[config.mk]
export PLATFORM = sky130hd
export DESIGN_NAME = pcbp_fifo
export DESIGN_NICKNAME = d
export VERILOG_FILES = /design/src/sv/pcbp_pkg.sv /design/src/sv/pcbp_fifo.sv
export SDC_FILE = /design/constraint.sdc
export NUM_CORES = 1
export LEC_CHECK = 0
export ABC_CLOCK_PERIOD_IN_PS = 3700
export BUFFER_PORTS_ARGS = -buffer_cell sky130_fd_sc_hd__clkbuf_2
export CAP_MARGIN = 40
export CORE_MARGIN = 2
export CORE_UTILIZATION = 35
export CTS_BUF_LIST = sky130_fd_sc_hd__clkbuf_4
export CTS_CLUSTER_SIZE = 20
export DETAILED_ROUTE_END_ITERATION = 6
export GPL_ROUTABILITY_DRIVEN = 0
export PLACE_DENSITY_LB_ADDON = 0.25
export SYNTH_ARGS = -nofsm -noshare
export SYNTH_HDL_FRONTEND = slang
export SYNTH_SLANG_ARGS = --single-unit
[constraint.sdc]
create_clock -name clk_i -period 3.7 [get_ports clk_i]
set_clock_uncertainty 0.05 [all_clocks]
set_input_delay 0.74 -clock clk_i [delete_from_list [all_inputs] [get_ports clk_i]]
set_output_delay 0.74 -clock clk_i [all_outputs]
set_load 0.02 [all_outputs]
[src/sv/pcbp_pkg.sv]
// ----------------------------------------------------------------------------
// pcbp_pkg: shared types and constants of the prefix code bit packer
// Holds table sizes, field widths, request codes and the command record
// passed from the lookup front end to the bit shifting back end.
// ----------------------------------------------------------------------------
package pcbp_pkg;

  // table and code sizes
  localparam int SYMBOL_COUNT = 256;
  localparam int MAX_CODE_LEN = 32;
  localparam int LEN_LIMIT    = (MAX_CODE_LEN > 32) ? 32 : MAX_CODE_LEN;
  localparam int SYM_AW       = $clog2(SYMBOL_COUNT);

  // field widths
  localparam int FUNC_W    = 2;
  localparam int SYMBOL_W  = 8;
  localparam int LEN_IN_W  = 6;
  localparam int CODE_W    = 32;
  localparam int LENM1_W   = 5;
  localparam int BYTE_W    = 8;
  localparam int ACC_W     = 7;
  localparam int CNT_W     = 3;
  localparam int REM_W     = 6;
  localparam int STEP_W    = 4;
  localparam int IN_DATA_W = 48;
  localparam int ENTRY_W   = CODE_W + LENM1_W;

  // command queue between front and back
  localparam int QUEUE_DEPTH = 2;
  localparam int QPTR_W      = $clog2(QUEUE_DEPTH);
  localparam int QCNT_W      = $clog2(QUEUE_DEPTH + 1);

  // request codes on the input stream
  typedef enum logic [FUNC_W-1:0] {
    FUNC_LOAD   = 2'd0,
    FUNC_ENCODE = 2'd1,
    FUNC_FLUSH  = 2'd2
  } pcbp_func_e;

  // work kinds handed to the back end
  typedef enum logic [1:0] {
    KIND_ENCODE,
    KIND_FLUSH,
    KIND_UNKNOWN
  } pcbp_kind_e;

  // back end sequencer states
  typedef enum logic {
    ST_IDLE,
    ST_SHIFT
  } pcbp_state_e;

  // one queued command
  typedef struct packed {
    pcbp_kind_e                kind;
    logic [LENM1_W-1:0]        len_m1;
    logic [CODE_W-1:0]         code;
  } pcbp_cmd_t;

endpackage

[src/sv/pcbp_fifo.sv]
// ----------------------------------------------------------------------------
// pcbp_fifo: short command queue
// Decouples table lookup from bit shifting so that either side can stall.
// ----------------------------------------------------------------------------
module pcbp_fifo (
  input  logic                clk_i,
  input  logic                rst_ni,
  input  logic                push_i,
  input  pcbp_pkg::pcbp_cmd_t push_cmd_i,
  output logic                full_o,
  input  logic                pop_i,
  output pcbp_pkg::pcbp_cmd_t pop_cmd_o,
  output logic                empty_o
);
  import pcbp_pkg::*;

  pcbp_cmd_t         slot_q [QUEUE_DEPTH];
  logic [QPTR_W-1:0] wr_ptr_q;
  logic [QPTR_W-1:0] rd_ptr_q;
  logic [QCNT_W-1:0] count_q;
  logic              do_push;
  logic              do_pop;

  assign full_o    = (count_q == QCNT_W'(QUEUE_DEPTH));
  assign empty_o   = (count_q == '0);
  assign do_push   = push_i && !full_o;
  assign do_pop    = pop_i && !empty_o;
  assign pop_cmd_o = slot_q[rd_ptr_q];

  // storage
  always_ff @(posedge clk_i) begin
    if (do_push) begin
      slot_q[wr_ptr_q] <= push_cmd_i;
    end
  end

  // pointers and fill level
  always_ff @(posedge clk_i or negedge rst_ni) begin
    if (!rst_ni) begin
      wr_ptr_q <= '0;
      rd_ptr_q <= '0;
      count_q  <= '0;
    end else begin
      if (do_push) begin
        wr_ptr_q <= (wr_ptr_q == QPTR_W'(QUEUE_DEPTH - 1)) ? '0 : wr_ptr_q + QPTR_W'(1);
      end
      if (do_pop) begin
        rd_ptr_q <= (rd_ptr_q == QPTR_W'(QUEUE_DEPTH - 1)) ? '0 : rd_ptr_q + QPTR_W'(1);
      end
      if (do_push && !do_pop) begin
        count_q <= count_q + QCNT_W'(1);
      end else if (do_pop && !do_push) begin
        count_q <= count_q - QCNT_W'(1);
      end
    end
  end

endmodule

Word level (Yosys, flattened, before mapping)
Memory sizes are Yosys's and may differ from the RTL's.
Index checks and enable logic that the tools add are counted.

operators by class
  order comparisons = 0
  bitwise logic cells = 0
  equal/unequal tests = 1
  reduce and logical (&&, ||, !) cells = 10
  add/sub/neg operators = 4
  muxes and demuxes = 6
  multiply operators = 0
  div/mod/pow operators = 0
  shift operators = 0

operator list
  kind                 number
  $logic_and 1x1->1    4
  $logic_not 1->1      4
  $mux 1               4
  $mux 2               2
  $add 1x1->1 const B  2
  $add 2x1->2 const B  1
  $eq 2x2->1 const B   1
  $logic_not 2->1      1
  $reduce_bool 2->1    1
  $sub 2x1->2 const B  1

storage, ports and cells
  ROM bits = 0
  output and inout port bits = 41
  memories kept = 1
  register bits = 4
  bits of input ports = 43
  memory bits (writable) = 78
  word-level logic and storage cells = 25
  latch bits = 0

memory list
  memory  depth  width  rd ports  clocked after memory_dff  wr ports  RTL line         text
  slot_q  2      39     1         0                         1         pcbp_fifo.sv:17  pcbp_cmd_t slot_q [QUEUE_DEPTH];

Longest topological paths before layout
  word-level depth = 7
  mapped depth = 7
  gate-level depth less buffers = 7

Worst setup path before layout
Ideal clock, no wire load.

  path kind = in2reg
  from = input port push_i
  to = memory slot_q[0][0] (netlist bit) (enable)
  arrival time = 2.472 ns
  required time = 3.215 ns
  setup slack = 0.742 ns
  buffers on the path = 0
  setup time = 0.435 ns
  stages = 2
  cells stage by stage = nand2_1 nor2_1

between the ends
  word-level cells in the longest chain between the ends = 3

ends and longest elaborated chain
  what                          RTL line         text
  start, declared               pcbp_fifo.sv:8   input logic push_i,
  $logic_and 1x1->1             pcbp_fifo.sv:26  assign do_push = push_i && !full_o;
  $mux 1                        pcbp_fifo.sv:32  if (do_push) begin
  $mux 1 (implied by the code)  pcbp_fifo.sv:33  slot_q[wr_ptr_q] <= push_cmd_i;
  end, declared                 pcbp_fifo.sv:17

No other way between the ends.

==> flow_summary_export.csv <==
group,metric,value,unit
floorplan,rows,33,
setup_path,endpoint_kind,"output port",
grt,grt_start_max_net_pins,27,
floorplan,dieArea,9350,um^2
floorplan,die_w,96.7,um
yosys,syn_area_per_cell,21.5,um^2
setup_path,crit_path_end,"pop_cmd_o[12]",
outcome,run_status,"completed",
hold_path,hp-class,"in2async",
yosys,synth-seq-area-share,81.2,%
setup_path,path_class,"reg2out",
sta,slew_viol_final,0,
sta,hold_violations,0,
yosys,ys_ff_latch,82,
job,maxCapViolations,0,
setup_path,rrSetupSlack,1740,ps
sta,period_needed,2660,ps
layout,final_util,45.1,%
sta,rsz0062_at_grt,"no",
layout,antenna_cells,0,
sta,worstMarginPinSlew,523,ps
yosys,syn_nets,184,
sta,whs,57.0,ps
yosys,synth-simple-area-share,0.915,%
yosys,ys_top_cells_by_area,"edfxtp_1 78%, mux2_2 15%, dfrtp_1 3.3%",
routing,drc_errors,0,
grt,antenna_found_initial,0,
yosys,synth_area_leader_cell,"edfxtp_1",
layout,final_cell_mix,"83 x clkbuf_2, 78 x edfxtp_1, 39 x mux2_2",
routing,dr.pass1.iters,4,
cts,cts_root_buf,"clkbuf_4",
floorplan,num_io_pins,84,
yosys,synth_compound_area_share,0.166,%
routing,dr.first_iter.drc_count,65,
setup_path,crit_required,2910,ps
routing,routed_wl,4.99,mm
grt,grt_pass1_vias,1668,
floorplan,start_util,36.4,%
yosys,yosysWarnings,0,
place,io_buffers,83,
cts,clk_pin_slew,130,ps
yosys,netlist_area,3010,um^2
floorplan,fp.dieH,96.7,um
layout,fin_nets,277,
routing,avgViaCountPerCell,4.53,
setup_path,crit_cells,3,
sta,fin_crit_sh,71.9,%
yosys,yosysTopAreaCellShare,77.9,%
yosys,synthAdderAreaFrac,0.416,%
layout,fillers,766,
sta,slew_headroom,65.1,%
cts,insertion_delay,410,ps
grt,grt_util_all_layers,11.3,%
layout,area_delta_synth_final,23.7,%
layout,layout_commonest_cell,"clkbuf_2",
cts,postCtsHoldBufs,0,
cts,cts.htree.levels,3,
power,vdd.ir_drop.worst,0.272,mV
setup_path,critical_path.startpoint,"rd_ptr_q$_DFFE_PN0P_",
cts,cts_max_path_buffers,2,
setup_path,start_kind,"flip-flop",
setup_path,reg2reg_to,"slot_q[0][10]$_DFFE_PP_",
layout,drive_gt1_share,60.3,%
sta,fin_tns_setup,0,ps
routing,wl_per_cell,14.6,um
setup_path,arrival,1870,ps
yosys,netlist_instances,140,
routing,topRoutingLayerUsed,"met4",
sta,fmax,376,MHz
setup_path,cp_top_family,"flip-flops",
setup_path,r2r_cells,4,
yosys,synth_top_family_by_area,"multiplexers",
grt,gr-total-overflow,0,
power,p_leak,1.42,nW
place,dp_hpwl,3.38,mm
setup_path,crit_fanout,21,
routing,vias,1548,
cts,cts_resized,0,
cts,cts_tree,"done",
power,p_per_area,779,nW/um^2
cts,clock_sinks,82,
cts,cts_setup_buffers,0,
setup_path,cp_num_buf_inv,2,
cts,tritoncts.num_buffers,9,
yosys,synth_mux_area_share,14.6,%
sta,setup_viol_count_final,0,
setup_path,path_cells,"buf_16 -> mux2_2 -> clkbuf_2",
setup_path,r2r_start,"count_q[0]$_DFFE_PN0P_",
yosys,yosysUniqueCellTypes,13,
routing,wl_met3,314,um
setup_path,max_stage_delay,720,ps
routing,ant_nets,0,
routing,wl_met2,2.47,mm
yosys,synth_xor_area_share,1.46,%
setup_path,cp_slowest_cell,"dfrtp_2",
routing,wl_met1,2.11,mm
grt,grt_pass1_wl,8.10,mm
floorplan,core,8260,um^2
state kept, by name (all words and copies together), names as in the netlist:
register,count
count_q,2
rd_ptr_q,1
wr_ptr_q,1
slot_q,78
logic make-up (layout without fill, tap and decap cells):
kind of cell / Yosys count / after routing
xor+xnor: 5 / 5
mux: 39 / 39
buf+inv: 6 / 103
flops: 82 / 82
fa+ha+maj: 1 / 1
simple gates: 6 / 6
compound gates: 1 / 1
worst reg2reg max path, cell delays in order (launching register included):
cell and delay, ps:
dfrtp_1 450, nand2b_1 170, nand2_1 140, nor2_4 370, buf_4 440
worst min-delay path by stage:
stage	startpoint	end	slack [ps]
2_1_floorplan	rst_ni	count_q[0]$_DFFE_PN0P_	390
3_3_place_gp	count_q[1]$_DFFE_PN0P_	count_q[1]$_DFFE_PN0P_	470
3_5_place_dp	count_q[1]$_DFFE_PN0P_	count_q[1]$_DFFE_PN0P_	470
4_1_cts	rst_ni	count_q[1]$_DFFE_PN0P_	20
5_1_grt	rst_ni	count_q[1]$_DFFE_PN0P_	20
6_report	rst_ni	count_q[1]$_DFFE_PN0P_	60
through the flow:
stage	cells	power, mW	worst slack (ps)	cell area, um^2
detailed placement	327	2.46	1430	3590
CTS	342	2.96	953	3720
global placement	325	2.39	1290	3540
finish	342	2.90	1040	3720
floorplan	140	2.09	742	3010
global route	342	3.07	906	3720
synthesized netlist by cell type (all sizes together):
master   n
edfxtp  78
mux2    39
buf      4
dfrtp    4
nor2     3
xnor2    3
inv      2
xor2     2
and3     1
ha       1
nand2    1
nand2b   1
o21ai    1
routing by layer:
layer / global-route usage (%) / vias to the layer above
met5: 0 / -
met4: 6.18 / 0
met3: 3.83 / 10
met2: 18.9 / 51
met1: 12.7 / 759
li1: - / 728
report_power, final:
| group | total [mW] | switching (mW) | internal (mW) |
|---|---|---|---|
| registers | 1.37 | 0.106 | 1.27 |
| logic | 1.03 | 0.597 | 0.434 |
| clock network | 0.495 | 0.285 | 0.209 |
layout make-up:
| type | instances | area [um^2] | area share, % |
|---|---|---|---|
| inverters | 2 | 7.51 | 0.202 |
| repair buffers | 86 | 470 | 12.6 |
| multi-input cells | 52 | 537 | 14.4 |
| clock inverters | 5 | 56.3 | 1.51 |
| clock buffers | 10 | 75.1 | 2.02 |
| flip-flops and latches | 82 | 2440 | 65.7 |
| well taps | 105 | 131 | 3.53 |
No activity file was read; power rests on OpenSTA's default activity.
